--- src/rtl/mard_pkg.sv ---
// Shared constants, types and state encodings for the moving average / RMS detector.
package mard_pkg;

   // Ring store geometry
   localparam int HIST_DEPTH = 1024;
   localparam int HIST_AW    = $clog2(HIST_DEPTH);

   // Field and datapath widths
   localparam int WIN_W    = 11;
   localparam int SAMPLE_W = 16;
   localparam int LEVEL_W  = 17;
   localparam int ENTRY_W  = 31;
   localparam int SUM_W    = 42;
   localparam int MAG_W    = SUM_W - 1;
   localparam int RAD_W    = 32;
   localparam int ROOT_W   = RAD_W / 2;
   localparam int STEP_W   = $clog2(MAG_W);

   // Largest square (-32768 squared); every other entry with the top bit set is a negative sample
   localparam logic [ENTRY_W-1:0] ENTRY_SQ_MAX = ENTRY_W'(1) << (ENTRY_W - 1);

   // Job queue between front and back
   localparam int QUEUE_DEPTH = 2;
   localparam int QUEUE_AW    = $clog2(QUEUE_DEPTH);
   localparam int QUEUE_CW    = $clog2(QUEUE_DEPTH + 1);

   // Configuration registers
   localparam int                 CSR_IDX_W  = 2;
   localparam logic [CSR_IDX_W-1:0] CSR_WINDOW = CSR_IDX_W'(0);
   localparam logic [CSR_IDX_W-1:0] CSR_RMS    = CSR_IDX_W'(1);
   localparam logic [WIN_W-1:0]     WIN_RESET  = WIN_W'(1024);

   typedef enum logic [1:0] {
      FE_CLEAR,
      FE_IDLE,
      FE_UPDATE
   } fe_state_type;

   typedef enum logic [1:0] {
      BK_IDLE,
      BK_DIV,
      BK_SQRT,
      BK_OUT
   } bk_state_type;

   // One queued job: window sum after the update, divisor and mode
   typedef struct packed {
      logic signed [SUM_W-1:0] sum;
      logic [WIN_W-1:0]        window;
      logic                    rms;
   } mard_job_type;

endpackage

--- src/rtl/mard_back.sv ---
// Back end: bit-serial divide by the window, optional integer square root, result register.
module mard_back (
   input  logic                                 clock,
   input  logic                                 reset,
   input  logic                                 pop_valid,
   output logic                                 pop_ready,
   input  mard_pkg::mard_job_type               pop_job,
   output logic                                 rsp_valid,
   input  logic                                 rsp_ready,
   output logic signed [mard_pkg::LEVEL_W-1:0]  rsp_level_out
);

   mard_pkg::bk_state_type state_ff, state_in;

   logic [mard_pkg::MAG_W-1:0]    dvd_ff, dvd_in;
   logic [mard_pkg::WIN_W-1:0]    rem_ff, rem_in;
   logic [mard_pkg::WIN_W-1:0]    win_ff;
   logic                          neg_ff;
   logic                          rms_ff;
   logic [mard_pkg::STEP_W-1:0]   step_ff;
   logic [mard_pkg::RAD_W-1:0]    rad_ff;
   logic [mard_pkg::ROOT_W+1:0]   srem_ff, srem_in;
   logic [mard_pkg::ROOT_W-1:0]   root_ff, root_in;
   logic signed [mard_pkg::LEVEL_W-1:0] level_ff;

   logic                          take;
   logic                          sum_nonpos;
   logic [mard_pkg::SUM_W-1:0]    abs_sum;
   logic                          div_last, sqrt_last;
   logic [mard_pkg::WIN_W:0]      rem_sh;
   logic                          div_ge;
   logic [mard_pkg::ROOT_W+3:0]   srem_sh;
   logic [mard_pkg::ROOT_W+3:0]   trial;
   logic                          sq_ge;
   logic [mard_pkg::LEVEL_W-1:0]  quot;

   assign take       = pop_valid && pop_ready;
   assign sum_nonpos = pop_job.sum[mard_pkg::SUM_W-1] || (pop_job.sum == '0);
   assign abs_sum    = pop_job.sum[mard_pkg::SUM_W-1] ? -pop_job.sum : pop_job.sum;
   assign div_last   = step_ff == mard_pkg::STEP_W'(mard_pkg::MAG_W - 1);
   assign sqrt_last  = step_ff == mard_pkg::STEP_W'(mard_pkg::ROOT_W - 1);

   // Restoring division step: one quotient bit
   always_comb begin
      rem_sh = {rem_ff, dvd_ff[mard_pkg::MAG_W-1]};
      div_ge = rem_sh >= {1'b0, win_ff};
      if (div_ge) begin
         rem_in = mard_pkg::WIN_W'(rem_sh - {1'b0, win_ff});
      end else begin
         rem_in = rem_sh[mard_pkg::WIN_W-1:0];
      end
      dvd_in = {dvd_ff[mard_pkg::MAG_W-2:0], div_ge};
   end

   // Square root step: two radicand bits, one root bit
   always_comb begin
      srem_sh = {srem_ff, rad_ff[mard_pkg::RAD_W-1 -: 2]};
      trial   = {2'b00, root_ff, 2'b01};
      sq_ge   = srem_sh >= trial;
      if (sq_ge) begin
         srem_in = (mard_pkg::ROOT_W + 2)'(srem_sh - trial);
      end else begin
         srem_in = srem_sh[mard_pkg::ROOT_W+1:0];
      end
      root_in = {root_ff[mard_pkg::ROOT_W-2:0], sq_ge};
   end

   assign quot = dvd_in[mard_pkg::LEVEL_W-1:0];

   // Next state
   always_comb begin
      state_in = state_ff;
      case (state_ff)
         mard_pkg::BK_IDLE: begin
            if (take) begin
               if (pop_job.rms && sum_nonpos) begin
                  state_in = mard_pkg::BK_OUT;
               end else begin
                  state_in = mard_pkg::BK_DIV;
               end
            end
         end
         mard_pkg::BK_DIV: begin
            if (div_last) begin
               state_in = rms_ff ? mard_pkg::BK_SQRT : mard_pkg::BK_OUT;
            end
         end
         mard_pkg::BK_SQRT: begin
            if (sqrt_last) begin
               state_in = mard_pkg::BK_OUT;
            end
         end
         mard_pkg::BK_OUT: begin
            if (rsp_ready) begin
               state_in = mard_pkg::BK_IDLE;
            end
         end
         default: begin
            state_in = mard_pkg::BK_IDLE;
         end
      endcase
   end

   // Outputs
   always_comb begin
      pop_ready = 1'b0;
      rsp_valid = 1'b0;
      case (state_ff)
         mard_pkg::BK_IDLE: pop_ready = 1'b1;
         mard_pkg::BK_OUT:  rsp_valid = 1'b1;
         default: begin
            pop_ready = 1'b0;
            rsp_valid = 1'b0;
         end
      endcase
   end

   assign rsp_level_out = level_ff;

   always_ff @(posedge clock) begin
      if (reset) begin
         state_ff <= mard_pkg::BK_IDLE;
      end else begin
         state_ff <= state_in;
      end
   end

   // Datapath
   always_ff @(posedge clock) begin
      case (state_ff)
         mard_pkg::BK_IDLE: begin
            dvd_ff  <= abs_sum[mard_pkg::MAG_W-1:0];
            rem_ff  <= '0;
            win_ff  <= pop_job.window;
            neg_ff  <= pop_job.sum[mard_pkg::SUM_W-1];
            rms_ff  <= pop_job.rms;
            step_ff <= '0;
            level_ff <= '0;
         end
         mard_pkg::BK_DIV: begin
            dvd_ff  <= dvd_in;
            rem_ff  <= rem_in;
            if (div_last) begin
               step_ff <= '0;
               rad_ff  <= {{(mard_pkg::RAD_W - mard_pkg::ENTRY_W){1'b0}},
                           dvd_in[mard_pkg::ENTRY_W-1:0]};
               srem_ff <= '0;
               root_ff <= '0;
               level_ff <= neg_ff ? -quot : quot;
            end else begin
               step_ff <= step_ff + 1'b1;
            end
         end
         mard_pkg::BK_SQRT: begin
            rad_ff  <= {rad_ff[mard_pkg::RAD_W-3:0], 2'b00};
            srem_ff <= srem_in;
            root_ff <= root_in;
            step_ff <= step_ff + 1'b1;
            if (sqrt_last) begin
               level_ff <= {1'b0, root_in};
            end
         end
         default: begin
            level_ff <= level_ff;
         end
      endcase
   end

endmodule

--- config.mk ---
export PLATFORM = sky130hd
export DESIGN_NAME = mard_back
export DESIGN_NICKNAME = d
export VERILOG_FILES = /design/src/rtl/mard_pkg.sv /design/src/rtl/mard_back.sv
export SDC_FILE = /design/constraint.sdc
export NUM_CORES = 1
export LEC_CHECK = 0
export ABC_CLOCK_PERIOD_IN_PS = 6100
export BUFFER_PORTS_ARGS = -buffer_cell sky130_fd_sc_hd__buf_4
export CORE_UTILIZATION = 61
export DETAILED_ROUTE_END_ITERATION = 12
export HOLD_SLACK_MARGIN = 0.03
export PLACE_DENSITY = 0.81
export SLEW_MARGIN = 40
export SYNTH_ARGS = -nofsm -noshare
export SYNTH_HDL_FRONTEND = slang
export SYNTH_SLANG_ARGS = --single-unit
export TNS_END_PERCENT = 20
--- constraint.sdc ---
create_clock -name clock -period 6.1 [get_ports clock]
set_input_delay 0 -clock clock [delete_from_list [all_inputs] [get_ports clock]]
set_output_delay 0 -clock clock [all_outputs]
set_load 0.05 [all_outputs]
==> summary.txt <==
Pwr Total: 6.17 mW
area leader, netlist: edfxtp_1
synth unique cells: 63
worst-path fanout max: 22
crit start category: register
Hold/Removal Path Class: in2reg
CTS buffer count: 17
max incr delay on CP: 0.58 ns
worst skew pair latency: 0.43 ns
Syn Inst Count: 850
Routed WL per cell: 18.0 um
max-slew violations: 0
Comb pwr share: 47.3%
syn nets: 947
sw power: 2.50 mW
total global-route track usage: 28.0%
DRC: 0
syn avg cell area: 10.8 um2
Area Overhead vs Synth: 19.3%
Initial DRC Count: 527
worst reg2reg path depth: 14
fin area: 11,000 um2
CTS tree: built
Vias/cell: 6.08
ANT cells: 0
core footprint: 14,600 um2
Final Hold Fails: 0
FF-to-FF Start: dvd_ff[40]$_DFFE_PP_
Mapped Area: 9180 um2
vias: 7,068
CP cell instances: inv_1, ha_1, fa_1, nor2b_1, o21a_1, o311ai_0, nand3_2, clkinv_1, ha_1, nand2_1, o41ai_1, xnor2_1, a21oi_1, nor2b_1
hold path start: pop_job[29]
overflow left after global routing: 0
required time worst endpoint: 6.27 ns
Slew headroom: 48.8%
Hold Path Stages: 3
Fin Setup TNS: 0 ns
commonest cells in the netlist: edfxtp_1, nand2_1, o21ai_0
I/O Buffers: 76
Ys Warns: 0
first-pass GRT wire length: 34,700 um
clock skew: 0.00723 ns
starting density of the core: 62.9%
#FFs+latches synth: 156
dpl cell area: 9910 um2
nets: 1,063
io pins: 77
Async SR Flop Fraction: 0%
Tmin final: 3.98 ns
CP arrival: 4.15 ns
Switching Share: 40.6%
clock power share: 15.8%
hold path endpoint: dvd_ff[17]$_DFFE_PP_
post-synthesis sequential area ratio: 50.8%
row count: 44
DRT Wirelength: 21,000 um
Antenna Nets Post-Route: 0
Die Y: 125 um
Internal Power: 3.66 mW
Setup WS pre-CTS: 1.94 ns
first-pass iteration count of the detailed router: 5
CTS sink count: 156
Final period util: 65.3%
CTS H-tree lvls: 4
Crit path max-delay family: compound AO/OA/AOI/OAI gates
R2R Setup Slk: 2.12 ns
post-route core utilization: 75.1%
Horiz. Die Dim: 125 um
GP Congestion: 0.928
RSZ-0062 raised after global routing: no
Max-cap violations: 0
Top FF cell, synth: edfxtp_1
Setup Crit Path Kind: reg2reg
status: finished clean
Post-synth EDFFs: 154
Fmax: 0.251 GHz
Reg-to-Reg End: rsp_level_out[8]$_DFFE_PP_
largest net degree at the start of global routing: 98
Sequential Power Share: 36.9%
LEAKAGE: 4.20 nW
Worst-Margin Slew: 0.761 ns
worst setup margin: 2.12 ns
CTS Root Cell: clkbuf_16
initial antenna violation count: 0
power per cell area: 563 nW/um2
clk buf depth: 2
cell with the most instances after synthesis: edfxtp_1
Synth area leaders: edfxtp_1, ha_1, mux2_2
DIE AREA: 15,500 um2
CP bufs+invs: 2
Setup Viol. Count Final: 0
Worst path slowest cell: o311ai_0
vias in the first global route: 7,033
clk slew on worst S/H paths: 0.06 ns
top-area cell type share of the netlist area: 50.4%
post-DP HPWL: 13,700 um
Peak VDD IR: 259 uV
share of layout cells above drive strength 1: 17.2%
fill count: 935
Critical Path End Type: register
[layer usage]
metal,part of all wire [%],wire (um),GRT usage (%)
met5,0,0,0
met4,2.3,491,10.8
met3,5.8,1210,4.42
met2,50,10500,47.3
met1,42,8790,36.2
[what timing repair did]
| action | in CTS | in global routing |
|---|---|---|
| buffers inserted | 0 | 0 |
| hold endpoints to repair | 50 | 0 |
| gates resized for setup | 0 | 0 |
| hold buffers | 50 | 0 |
[stage by stage]
stage	instances	hold WS (ns)
2_1_floorplan	850	0.0721
4_1_cts	1162	0.0307
6_report	1162	0.0418
3_5_place_dp	1081	0.179
3_3_place_gp	1081	0.176
5_1_grt	1162	0.0473
[how the worst max path moves through the flow]
stage                     slack, ns                      from  depth (start not counted)                     endpoint
after global placement         2.23      dvd_ff[40]$_DFFE_PP_                         14  rsp_level_out[16]$_DFFE_PP_
after CTS                      1.94      dvd_ff[40]$_DFFE_PP_                         14   rsp_level_out[8]$_DFFE_PP_
after global routing           1.78      dvd_ff[40]$_DFFE_PP_                         14   rsp_level_out[8]$_DFFE_PP_
after floorplan                1.41  state_ff[0]$_SDFFE_PP0P_                          7      rad_ff[0]$_SDFFCE_PP0P_
after detailed placement       1.94      dvd_ff[40]$_DFFE_PP_                         14   rsp_level_out[8]$_DFFE_PP_
final                          2.12      dvd_ff[40]$_DFFE_PP_                         14   rsp_level_out[8]$_DFFE_PP_
[sequential cells by signal, summed over array words and instances, names as in the netlist]
| register | flops |
|---|---|
| state_ff | 2 |
| srem_ff | 18 |
| root_ff | 16 |
| step_ff | 6 |
| rms_ff | 1 |
| rsp_level_out | 17 |
| dvd_ff | 41 |
| rad_ff | 32 |
| rem_ff | 11 |
| neg_ff | 1 |
| win_ff | 11 |
[placed cells by master, fill, tap and decap left out, drive strengths merged, types with 11 or more instances in the layout]
cell type	instances
nor2b	27
nor2	36
a21boi	12
nand2	99
mux2	35
nand3	11
buf	81
o31ai	15
a21oi	30
clkbuf	18
xor2	45
ha	38
and2	18
dlygate4sd3	50
inv	47
nor3	11
o21a	17
o21ai	76
or3	11
edfxtp	154
xnor2	26
[area by class of cell]
cell class	count	area [um2]	share of cell area, %
Clock buffer	18	429	3.92
Clock inverter	13	104	0.948
Inverter	48	180	1.65
Multi-Input combinational cell	612	4230	38.6
Sequential cell	156	4660	42.6
Tap cell	184	230	2.10
Timing Repair Buffer	131	1110	10.2
[tightest hold or removal path, stage by stage]
cell and delay (ns):
buf_4 0.10, xnor2_1 0.11, mux2_2 0.15
[power by group through the flow]
| stage | combinational (mW) | clock (mW) | sequential (mW) |
|---|---|---|---|
| finish | 2.92 | 0.973 | 2.28 |
| global route | 3.20 | 1.02 | 2.34 |
| CTS | 2.90 | 0.980 | 2.27 |
| detailed placement | 2.83 | 0 | 2.28 |
| global placement | 2.71 | 0 | 2.26 |
| floorplan | 2.06 | 0 | 2.34 |
[logic make-up (layout without fill, tap and decap cells)]
kind of cell,count (synthesis),count (layout),synth area share [%]
compound gates,199,199,14.0
xor+xnor,71,71,6.77
fa+ha+maj,39,39,5.40
buf+inv,82,210,3.35
flops,156,156,50.8
mux,44,44,5.27
simple gates,259,259,14.4
No activity file was read; power rests on OpenSTA's default activity.
