$ cat config.mk
export PLATFORM = sky130hd
export DESIGN_NAME = mard_queue
export DESIGN_NICKNAME = d
export VERILOG_FILES = /design/src/rtl/mard_pkg.sv /design/src/rtl/mard_queue.sv
export SDC_FILE = /design/constraint.sdc
export NUM_CORES = 1
export LEC_CHECK = 0
export ABC_CLOCK_PERIOD_IN_PS = 2700
export BUFFER_PORTS_ARGS = -buffer_cell sky130_fd_sc_hd__buf_2
export CORE_MARGIN = 2
export CORE_UTILIZATION = 51
export DETAILED_ROUTE_END_ITERATION = 12
export HOLD_SLACK_MARGIN = 0.08
export PLACE_DENSITY = 0.78
export SLEW_MARGIN = 20
export SYNTH_ARGS = -nofsm -noshare
export SYNTH_HDL_FRONTEND = slang
export SYNTH_SLANG_ARGS = --single-unit
$ cat constraint.sdc
create_clock -name clock -period 2.7 [get_ports clock]
set_input_delay 0.405 -clock clock [delete_from_list [all_inputs] [get_ports clock]]
set_output_delay 0.405 -clock clock [all_outputs]
set_load 0.02 [all_outputs]
$ cat src/rtl/mard_pkg.sv
// Shared constants, types and state encodings for the moving average / RMS detector.
package mard_pkg;

   // Ring store geometry
   localparam int HIST_DEPTH = 1024;
   localparam int HIST_AW    = $clog2(HIST_DEPTH);

   // Field and datapath widths
   localparam int WIN_W    = 11;
   localparam int SAMPLE_W = 16;
   localparam int LEVEL_W  = 17;
   localparam int ENTRY_W  = 31;
   localparam int SUM_W    = 42;
   localparam int MAG_W    = SUM_W - 1;
   localparam int RAD_W    = 32;
   localparam int ROOT_W   = RAD_W / 2;
   localparam int STEP_W   = $clog2(MAG_W);

   // Largest square (-32768 squared); every other entry with the top bit set is a negative sample
   localparam logic [ENTRY_W-1:0] ENTRY_SQ_MAX = ENTRY_W'(1) << (ENTRY_W - 1);

   // Job queue between front and back
   localparam int QUEUE_DEPTH = 2;
   localparam int QUEUE_AW    = $clog2(QUEUE_DEPTH);
   localparam int QUEUE_CW    = $clog2(QUEUE_DEPTH + 1);

   // Configuration registers
   localparam int                 CSR_IDX_W  = 2;
   localparam logic [CSR_IDX_W-1:0] CSR_WINDOW = CSR_IDX_W'(0);
   localparam logic [CSR_IDX_W-1:0] CSR_RMS    = CSR_IDX_W'(1);
   localparam logic [WIN_W-1:0]     WIN_RESET  = WIN_W'(1024);

   typedef enum logic [1:0] {
      FE_CLEAR,
      FE_IDLE,
      FE_UPDATE
   } fe_state_type;

   typedef enum logic [1:0] {
      BK_IDLE,
      BK_DIV,
      BK_SQRT,
      BK_OUT
   } bk_state_type;

   // One queued job: window sum after the update, divisor and mode
   typedef struct packed {
      logic signed [SUM_W-1:0] sum;
      logic [WIN_W-1:0]        window;
      logic                    rms;
   } mard_job_type;

endpackage

$ cat src/rtl/mard_queue.sv
// Short job queue between the front end and the divide / square-root back end.
module mard_queue (
   input  logic                   clock,
   input  logic                   reset,
   input  logic                   push_valid,
   output logic                   push_ready,
   input  mard_pkg::mard_job_type push_job,
   output logic                   pop_valid,
   input  logic                   pop_ready,
   output mard_pkg::mard_job_type pop_job
);

   mard_pkg::mard_job_type          slots_ff [0:mard_pkg::QUEUE_DEPTH-1];
   logic [mard_pkg::QUEUE_AW-1:0]   wr_ptr_ff;
   logic [mard_pkg::QUEUE_AW-1:0]   rd_ptr_ff;
   logic [mard_pkg::QUEUE_CW-1:0]   count_ff;
   logic                            do_push, do_pop;

   assign push_ready = count_ff != mard_pkg::QUEUE_CW'(mard_pkg::QUEUE_DEPTH);
   assign pop_valid  = count_ff != '0;
   assign pop_job    = slots_ff[rd_ptr_ff];
   assign do_push    = push_valid && push_ready;
   assign do_pop     = pop_valid && pop_ready;

   // Storage
   always_ff @(posedge clock) begin
      if (do_push) begin
         slots_ff[wr_ptr_ff] <= push_job;
      end
   end

   // Pointers and fill count
   always_ff @(posedge clock) begin
      if (reset) begin
         wr_ptr_ff <= '0;
         rd_ptr_ff <= '0;
         count_ff  <= '0;
      end else begin
         if (do_push) begin
            if (wr_ptr_ff == mard_pkg::QUEUE_AW'(mard_pkg::QUEUE_DEPTH - 1)) begin
               wr_ptr_ff <= '0;
            end else begin
               wr_ptr_ff <= wr_ptr_ff + 1'b1;
            end
         end
         if (do_pop) begin
            if (rd_ptr_ff == mard_pkg::QUEUE_AW'(mard_pkg::QUEUE_DEPTH - 1)) begin
               rd_ptr_ff <= '0;
            end else begin
               rd_ptr_ff <= rd_ptr_ff + 1'b1;
            end
         end
         if (do_push && !do_pop) begin
            count_ff <= count_ff + 1'b1;
         end else if (do_pop && !do_push) begin
            count_ff <= count_ff - 1'b1;
         end
      end
   end

endmodule

==> results of run 1 <==
## state kept, by name (all words and copies together), names as in the netlist, named ones only
name and cells:
count_ff 2, rd_ptr_ff 1, slots_ff 108, wr_ptr_ff 1
## synthesized netlist by cell type, drive strengths merged
library cell,number,share of area (%)
mux2,54,15
or3,1,0.15
or2,1,0.15
nand2b,1,0.15
xor2,3,0.64
buf,6,1.0
edfxtp,108,79
a21oi,2,0.24
a21bo,1,0.24
o21ai,2,0.24
and2,1,0.15
inv,1,0.091
ha,1,0.30
and3,1,0.15
nor2,3,0.27
nand3b,1,0.18
dfxtp,5,2.4
## critical path: cells and delay by family, from the launching register on
family | cells | cell delay, ns
buffers and inverters | 2 | 0.44
multiplexers | 1 | 0.38
flip-flops | 1 | 0.33
## through the flow
| step | std cells | cell area [sq um] | power (W) | worst slack (ns) |
|---|---|---|---|---|
| finish | 461 | 5640 | 0.00569 | 0.640 |
| global route | 461 | 5640 | 0.00592 | 0.560 |
| CTS | 461 | 5640 | 0.00575 | 0.597 |
| detailed placement | 406 | 4840 | 0.00367 | 0.845 |
| global placement | 406 | 4840 | 0.00365 | 0.921 |
| floorplan | 192 | 4120 | 0.00324 | 0.226 |
## report_power, final
group	total, W	switching [W]	leakage, nW	internal, W
logic	0.00140	0.000811	0.840	0.000589
registers	0.00226	0.0000651	1.05	0.00220
clock network	0.00203	0.000656	0.266	0.00137
total	0.00569	0.00153	2.16	0.00416
## routing by layer
layer  part of all wire, %  vias to the layer above
met5                     0                        -
met4                   1.1                        0
met3                   5.3                        8
met2                    53                       74
met1                    40                     1105
li1                      -                     1069
## cell type report
class / instances / area share [%]
timing repair buffer: 143 / 15.8
clock inverter: 10 / 2.11
clock buffer: 20 / 7.54
inverter: 1 / 0.0666
tap: 102 / 2.26
multi-input combinational: 72 / 12.9
sequential: 113 / 59.3
## worst paths after layout
kind	startpoint	to	slack, ns	cells past startpoint
max reg2reg	count_ff[0]	slots_ff[0][14]	0.85	4
min	push_job[12]	slots_ff[0][12]	0.11	1
min reg2reg	rd_ptr_ff	rd_ptr_ff	0.51	2
max	register	pop_job[48]	0.64	3
## logic make-up (layout without fill, tap and decap cells)
| logic type | Yosys count | after routing | share of synthesized area [%] |
|---|---|---|---|
| AND/OR/NAND/NOR | 9 | 9 | 1.22 |
| flip-flops | 113 | 113 | 81.2 |
| adder cells (fa/ha/maj) | 1 | 1 | 0.304 |
| multiplexers | 54 | 54 | 14.8 |
| buffers and inverters | 7 | 174 | 1.12 |
| AO/OA/AOI/OAI | 5 | 5 | 0.730 |
| XOR/XNOR | 3 | 3 | 0.638 |
==> results.ini, run 1 <==
[clock_network]
cts_root_buffer = clkbuf_8
post_cts.repair.setup_buffers = 0
cts_resized = 0
cts.clk_slew.worst_paths_ns = 0.05
cts_tree = yes
cts.sinks = 113
cts_buffer_depth = 2
htreeDepth = 4
cts-hold-fix-buffers = 25
numCtsBuffers = 17
worstSkewPairLatency_ns = 0.49

[placed_design]
io_buffers = 113
dp_hpwl_um = 4300
gp_congestion = 0.678

[global_routing]
overflow = 0
met1_usage_pct = 18.0
antenna_found_initial = 0
busiest_layer = met2
grt_pass1_vias = 2363
grtUsageMet3_pct = 6.10
grt_first_pass_wirelength_um = 11000
grt_max_degree = 55
grt_usage_pct = 17.0
grt.met2_usage_pct = 30.7

[drt]
drc_errors = 0
vias = 2256
drt-initial-drc-count = 62
drt-pass1-iter-count = 4
antenna_left = 0
drt_wl_total_um = 7220
via_per_inst = 4.89
wl_per_cell_um = 15.7

[timing]
hold_viol_final = 0
fmax_ghz = 0.485
slew_headroom_pct = 55.6
setup_tns_ns = 0
whs_ns = 0.105
finClkSkew_ns = 0.00767
rsz0062_at_grt = false
worstMarginPinSlew_ns = 0.665
finalMaxSlewViolations = 0
fin_crit_sh_pct = 76.3
setup_viol = 0
fin_crit_ns = 2.06

[finish]
diodes = 0
areaGrowthSynthToFinish_pct = 37.0
final_cell_mix = buf_2, edfxtp_1, mux2_2
drive_above_1_share_pct = 55.4
multi_input_comb_area_sq_um = 728
final_common_cell = buf_2
regArea_sq_um = 3340
fillers = 501
finish.utilization_pct = 72.6
nNetsFinal = 407

[yosys]
netlist_area_sq_um = 4120
yosys_warnings = 0
yosys_register_bits = 113
seq_area_frac_synth_pct = 81.2
syn-mean-instance-area_sq_um = 21.4
syn-num-nets = 251
syn_inst = 192
synth.distinct_cells = 18

[floorplanning]
pin_count = 114
rows = 32
fp.dieH_um = 93.8
core_sq_um = 7770
initial_core_util_pct = 53.0
fp.dieArea_sq_um = 8810
die_x_um = 93.8

[power_and_ir_drop]
ir_worst_vdd_mv = 0.859
leakage_nw = 2.16
p_per_area_nw_per_um2 = 1010

[setup_path]
cp.required_ns = 2.30
worstPathArrival_ns = 1.66
start_kind = register
critical_path.max_fanout = 54
critical_path_class = register to output pin
cpMaxStageDelayCell = mux2_2
end_kind = output pin
critPathMaxStageDelay_ns = 0.38
cp_cell_sequence = buf_12 > mux2_2 > buf_2

[job]
cap_violations = 0

[worst_hold_path]
hold_class = input pin to register

[run_status]
status = complete, no violations

Note: power is estimated with default switching activity, not from simulation.
==> inputs of run 2 (changes only) <==
ABC_CLOCK_PERIOD_IN_PS = 2100   (was 2700)
clock period = 2.1 ns   (was 2.7 ns; I/O delays follow)
==> run 2 against run 1 <==
Power rose by 31%. Sequential cell count did not move. Via count rose by 5.5%. Utilization rose by 4.0 points. Clock power rose by 32%. Wire length rose by 6.3%. Count of clock-buffer cells in the layout fell by 2. Non-clock buffer count rose by 30. Highest routed layer unchanged.
==> results.ini, run 2 (synthesis gave the netlist of run 1 again) <==
[run_status]
status = complete, no violations

[drt]
vias = 2379  ; +5.5%
drc_errors = 0  ; unchanged
drt_wl_total_um = 7680  ; +6.3%
antenna_left = 0  ; unchanged
via_per_inst = 4.84  ; -1.2%
drt-pass1-iter-count = 4  ; unchanged
drt-initial-drc-count = 104  ; +68%
wl_per_cell_um = 15.6  ; -0.41%

[clock_network]
cts.clk_slew.worst_paths_ns = 0.05  ; about the same
numCtsBuffers = 17  ; unchanged
cts_resized = 0  ; unchanged
cts_buffer_depth = 2  ; unchanged
htreeDepth = 4  ; unchanged
cts.sinks = 113  ; unchanged
cts_root_buffer = clkbuf_8
post_cts.repair.setup_buffers = 0  ; unchanged
worstSkewPairLatency_ns = 0.49  ; about the same
cts-hold-fix-buffers = 55  ; +120%
cts_tree = yes

[placed_design]
post-place-ws_ns = 0.456  ; -0.388 ns
dp_hpwl_um = 4280  ; -0.44%
placedCellCount = 406  ; unchanged
io_buffers = 113  ; unchanged
gp_congestion = 0.673  ; -0.62%

[finish]
largest-register = slots_ff
diodes = 0  ; unchanged
nNetsFinal = 437  ; +7.4%
final_common_cell = buf_2
drive_above_1_share_pct = 52.3  ; -3.1 points
stdcell_count = 492  ; +6.7%
largest_registers = slots_ff (108), count_ff (2)
largest_reg_flops = 108  ; unchanged
areaGrowthSynthToFinish_pct = 44.5
final_cell_mix = buf_2, edfxtp_1, dlygate4sd3_1

[setup_path]
critical_path_class = register to output pin
end_kind = output pin
critical_path.max_fanout = 54  ; unchanged
cp.required_ns = 1.78  ; -0.52 ns
start_kind = register
worstPathArrival_ns = 1.68  ; +0.02 ns

[timing]
slew_headroom_pct = 71.3  ; +16 points
fin_crit_ns = 1.99
finClkSkew_ns = 0.00458  ; -0.00309 ns
rsz0062_at_grt = false
fmax_ghz = 0.502
fin_crit_sh_pct = 94.9
setup_tns_ns = 0  ; unchanged
hold_viol_final = 0  ; unchanged
worstMarginPinSlew_ns = 0.431  ; -0.234 ns
setup_viol = 0  ; unchanged
whs_ns = 0.168  ; +0.0623 ns
setup_ws_ns = 0.107  ; -0.533 ns
finalMaxSlewViolations = 0  ; unchanged

[power_and_ir_drop]
switchingPower_w = 0.00204  ; +33%
internal-power_w = 0.00539  ; +30%
p_total_w = 0.00743  ; +31%
p_seq_share_pct = 39.1  ; -0.7 points
leakage_nw = 2.28  ; +5.7%
p_comb_share_pct = 24.9  ; +0.3 points
swShare_pct = 27.5  ; +0.56 points
p_per_area_nw_per_um2 = 1250  ; +24%
ir_worst_vdd_mv = 0.766  ; -11%
p_clk_share_pct = 35.9  ; +0.3 points

[floorplanning]
rows = 32  ; unchanged
fp.dieH_um = 93.8  ; unchanged
core_sq_um = 7770  ; unchanged
pin_count = 114  ; unchanged
initial_core_util_pct = 53.0  ; unchanged
fp.dieArea_sq_um = 8810  ; unchanged
die_x_um = 93.8  ; unchanged

[global_routing]
antenna_found_initial = 0  ; unchanged
grt_pass1_vias = 2523  ; +6.8%
overflow = 0  ; unchanged
grt_max_degree = 55  ; unchanged
grt_usage_pct = 18.1  ; +1.0 points
grt_first_pass_wirelength_um = 11600  ; +5.3%

[job]
cap_violations = 0  ; unchanged

[worst_hold_path]
hold_class = input pin to register

run 2: cell types whose count changed in the layout (fill, tap and decap cells not counted), sizes merged:
cell | before | now
clkbuf | 20 | 18
clkinv | 7 | 8
clkinvlp | 0 | 3
dlygate4sd3 | 25 | 55
inv | 1 | 0
run 2: cell type report:
| cell class | count | area (sq um) |
|---|---|---|
| Sequential cell | 113 | 3340 |
| Fill cell | 463 | 1820 |
| Timing Repair Buffer | 173 | 1180 |
| Multi-Input combinational cell | 72 | 728 |
| Clock buffer | 18 | 418 |
| Clock inverter | 13 | 145 |
| Tap cell | 102 | 128 |
| Inverter | 1 | 7.51 |
run 2: worst max-delay path, cell delays in order (launching register included):
cell	delay (ns)
dfxtp_2	0.33
buf_12	0.28
mux2_2	0.39
buf_2	0.16
run 2: power groups by stage:
stage | Clock, W | Sequential [W] | Combinational [W]
global placement | 0 | 0.00292 | 0.00176
floorplan | 0 | 0.00292 | 0.00125
CTS | 0.00272 | 0.00290 | 0.00186
detailed placement | 0 | 0.00295 | 0.00177
global route | 0.00279 | 0.00293 | 0.00198
finish | 0.00267 | 0.00291 | 0.00185
run 2: routing by layer:
layer	routed length, um	global-route usage (%)	up-vias
met2	4250	32.7	83
li1	-	-	1130
met3	432	5.54	10
met4	106	9.66	0
met1	2890	18.6	1156
met5	0	0	-
run 2: stage by stage:
step | instance area (sq um) | utilization (%)
6_report | 5950 | 76.6
5_1_grt | 5950 | 76.6
4_1_cts | 5950 | 76.6
2_1_floorplan | 4120 | -
3_3_place_gp | 4840 | 62.3
3_5_place_dp | 4840 | 62.3
run 2: path summary, 6_finish.rpt:
kind	startpoint	endpoint	slack (ns)	depth (start not counted)
hold reg to reg	rd_ptr_ff	register	0.51	2
setup reg to reg	count_ff[0]	count_ff[1]	0.42	5
hold / removal	push_valid	wr_ptr_ff	0.17	3
setup / recovery	register	pop_job[17]	0.11	3
==> inputs of run 3 (changes only) <==
BUFFER_PORTS_ARGS = -buffer_cell sky130_fd_sc_hd__clkbuf_2   (was -buffer_cell sky130_fd_sc_hd__buf_2)
==> run 3 against run 2 <==
Clock power grew 6%. Power grew 1.8%. Sequential cell count is the same. Setup slack lost 0.028 ns. Via count grew 0.80%. Wire length grew 2.0%. Sequential share of layout area shrank 0.12 points. Cell count grew 0.41%. Combinational power is essentially flat. Sequential power is essentially flat. Count of clock-buffer cells in the layout grew 1. Global-route usage grew 1.0 points. Critical path type unchanged. Largest power group unchanged.
==> results.ini, run 3 (synthesis gave the netlist of run 1 again) <==
[run_status]
status = complete, no violations

[global_routing]
overflow = 0  ; unchanged
grt_pass1_vias = 2553  ; +1.2%
grt_first_pass_wirelength_um = 12000  ; +3.5%
antenna_found_initial = 0  ; unchanged
grt_usage_pct = 19.1  ; +1.0 points
grt_max_degree = 30  ; -45%

[drt]
wl_per_cell_um = 15.9  ; +1.6%
via_per_inst = 4.85  ; +0.39%
antenna_left = 0  ; unchanged
drt-initial-drc-count = 118  ; +13%
vias = 2398  ; +0.80%
drc_errors = 0  ; unchanged
drt_wl_total_um = 7830  ; +2.0%
drt-pass1-iter-count = 5  ; +1

[timing]
finalMaxSlewViolations = 0  ; unchanged
setup_tns_ns = 0  ; unchanged
finClkSkew_ns = 0.00523  ; +0.000653 ns
rsz0062_at_grt = false
fmax_ghz = 0.495  ; -1.4%
worstMarginPinSlew_ns = 0.404  ; -0.0266 ns
setup_ws_ns = 0.0795  ; -0.0278 ns
hold_viol_final = 0  ; unchanged
fin_crit_ns = 2.02  ; +0.0278 ns
fin_crit_sh_pct = 96.2  ; +1.3 points
slew_headroom_pct = 72.8  ; +1.5 points
setup_viol = 0  ; unchanged

[placed_design]
post-place-ws_ns = 0.474  ; +0.0180 ns
gp_congestion = 0.725  ; +7.7%
io_buffers = 113  ; unchanged
dp_hpwl_um = 4530  ; +5.7%

[power_and_ir_drop]
p_total_w = 0.00756  ; +1.8%
ir_worst_vdd_mv = 1.01  ; +31%
leakage_nw = 2.31  ; +1.3%
p_per_area_nw_per_um2 = 1270  ; +1.6%

[finish]
final_common_cell = clkbuf_2
fillers = 464  ; +0.22%
nNetsFinal = 438  ; +0.23%
largest_reg_flops = 108  ; unchanged
diodes = 0  ; unchanged
drive_above_1_share_pct = 52.0  ; -0.27 points
final_cell_mix = clkbuf_2, edfxtp_1, dlygate4sd3_1
largest_registers = slots_ff (108), count_ff (2)
regArea_sq_um = 3340  ; unchanged
multi_input_comb_area_sq_um = 728  ; unchanged
areaGrowthSynthToFinish_pct = 44.8
largest-register = slots_ff

[setup_path]
critical_path.max_fanout = 26  ; -52%
start_kind = register
reg2regPathDepth = 5  ; unchanged
end_kind = output pin
worstPathArrival_ns = 1.71  ; +0.03 ns
r2r_end = count_ff[1]
cp.required_ns = 1.78  ; about the same
regToRegSetupSlack_ns = 0.43  ; about the same
r2r_start = count_ff[0]
critical_path_class = register to output pin

[floorplanning]
rows = 32  ; unchanged
fp.dieArea_sq_um = 8810  ; unchanged
fp.dieH_um = 93.8  ; unchanged
core_sq_um = 7770  ; unchanged
pin_count = 114  ; unchanged
die_x_um = 93.8  ; unchanged
initial_core_util_pct = 53.0  ; unchanged

[worst_hold_path]
hold_path_end = wr_ptr_ff
min_from = push_valid
hold_class = input pin to register
hold_depth = 3  ; unchanged

[clock_network]
cts.sinks = 113  ; unchanged
cts_tree = yes
cts_root_buffer = clkbuf_8
htreeDepth = 4  ; unchanged
numCtsBuffers = 17  ; unchanged
cts_buffer_depth = 2  ; unchanged
cts.clk_slew.worst_paths_ns = 0.05  ; about the same
worstSkewPairLatency_ns = 0.50  ; about the same
post_cts.repair.setup_buffers = 0  ; unchanged

[job]
cap_violations = 0  ; unchanged

run 3: final cells by class:
| cell class | count | share of cell area (%) |
|---|---|---|
| tap | 102 | 2.14 |
| clock inverter | 13 | 2.81 |
| sequential | 113 | 56.1 |
| multi-input combinational | 72 | 12.2 |
| clock buffer | 19 | 7.07 |
| timing repair buffer | 174 | 19.5 |
| inverter | 1 | 0.126 |
run 3: where the power goes:
group,switching (W),total [W],internal [W]
Sequential,0.0000866,0.00291,0.00282
Combinational,0.00107,0.00184,0.000764
Clock,0.000918,0.00282,0.00190
run 3: through the flow:
step / hold slack [ns] / cells / utilization, % / cell area [sq um]
global placement: 0.487 / 407 / 62.0 / 4820
finish: 0.182 / 494 / 76.8 / 5960
detailed placement: 0.494 / 407 / 62.0 / 4820
CTS: 0.150 / 494 / 76.7 / 5960
floorplan: 0.384 / 192 / - / 4120
global route: 0.178 / 494 / 76.8 / 5960
run 3: critical path: stages, from the launching register on:
cell and delay (ns):
dfxtp_2 0.33, buf_4 0.32, mux2_2 0.39, clkbuf_2 0.16
run 3: worst max path at each step:
stage | from | to | slack, ns | cells after the start
finish | register | pop_job[22] | 0.08 | 3
global route | register | pop_job[24] | 0.003 | 3
CTS | register | pop_job[48] | 0.02 | 3
detailed placement | count_ff[0] | count_ff[1] | 0.47 | 5
global placement | count_ff[0] | count_ff[1] | 0.55 | 5
floorplan | count_ff[0] | slots_ff[0][0] | 0.11 | 3
run 3: timing repair:
action | 4_1_cts | 5_1_grt
hold buffers | 55 | 0
hold endpoints to repair | 113 | 0
setup endpoints to repair | 0 | 27
gates resized for setup | 0 | 1
run 3: per-layer routing:
layer	GRT usage, %	vias up	share of wire, %
met4	9.66	0	1.5
met3	6.34	15	5.7
met5	0	-	0
met2	34.5	92	55
met1	19.6	1154	38
li1	-	1137	-
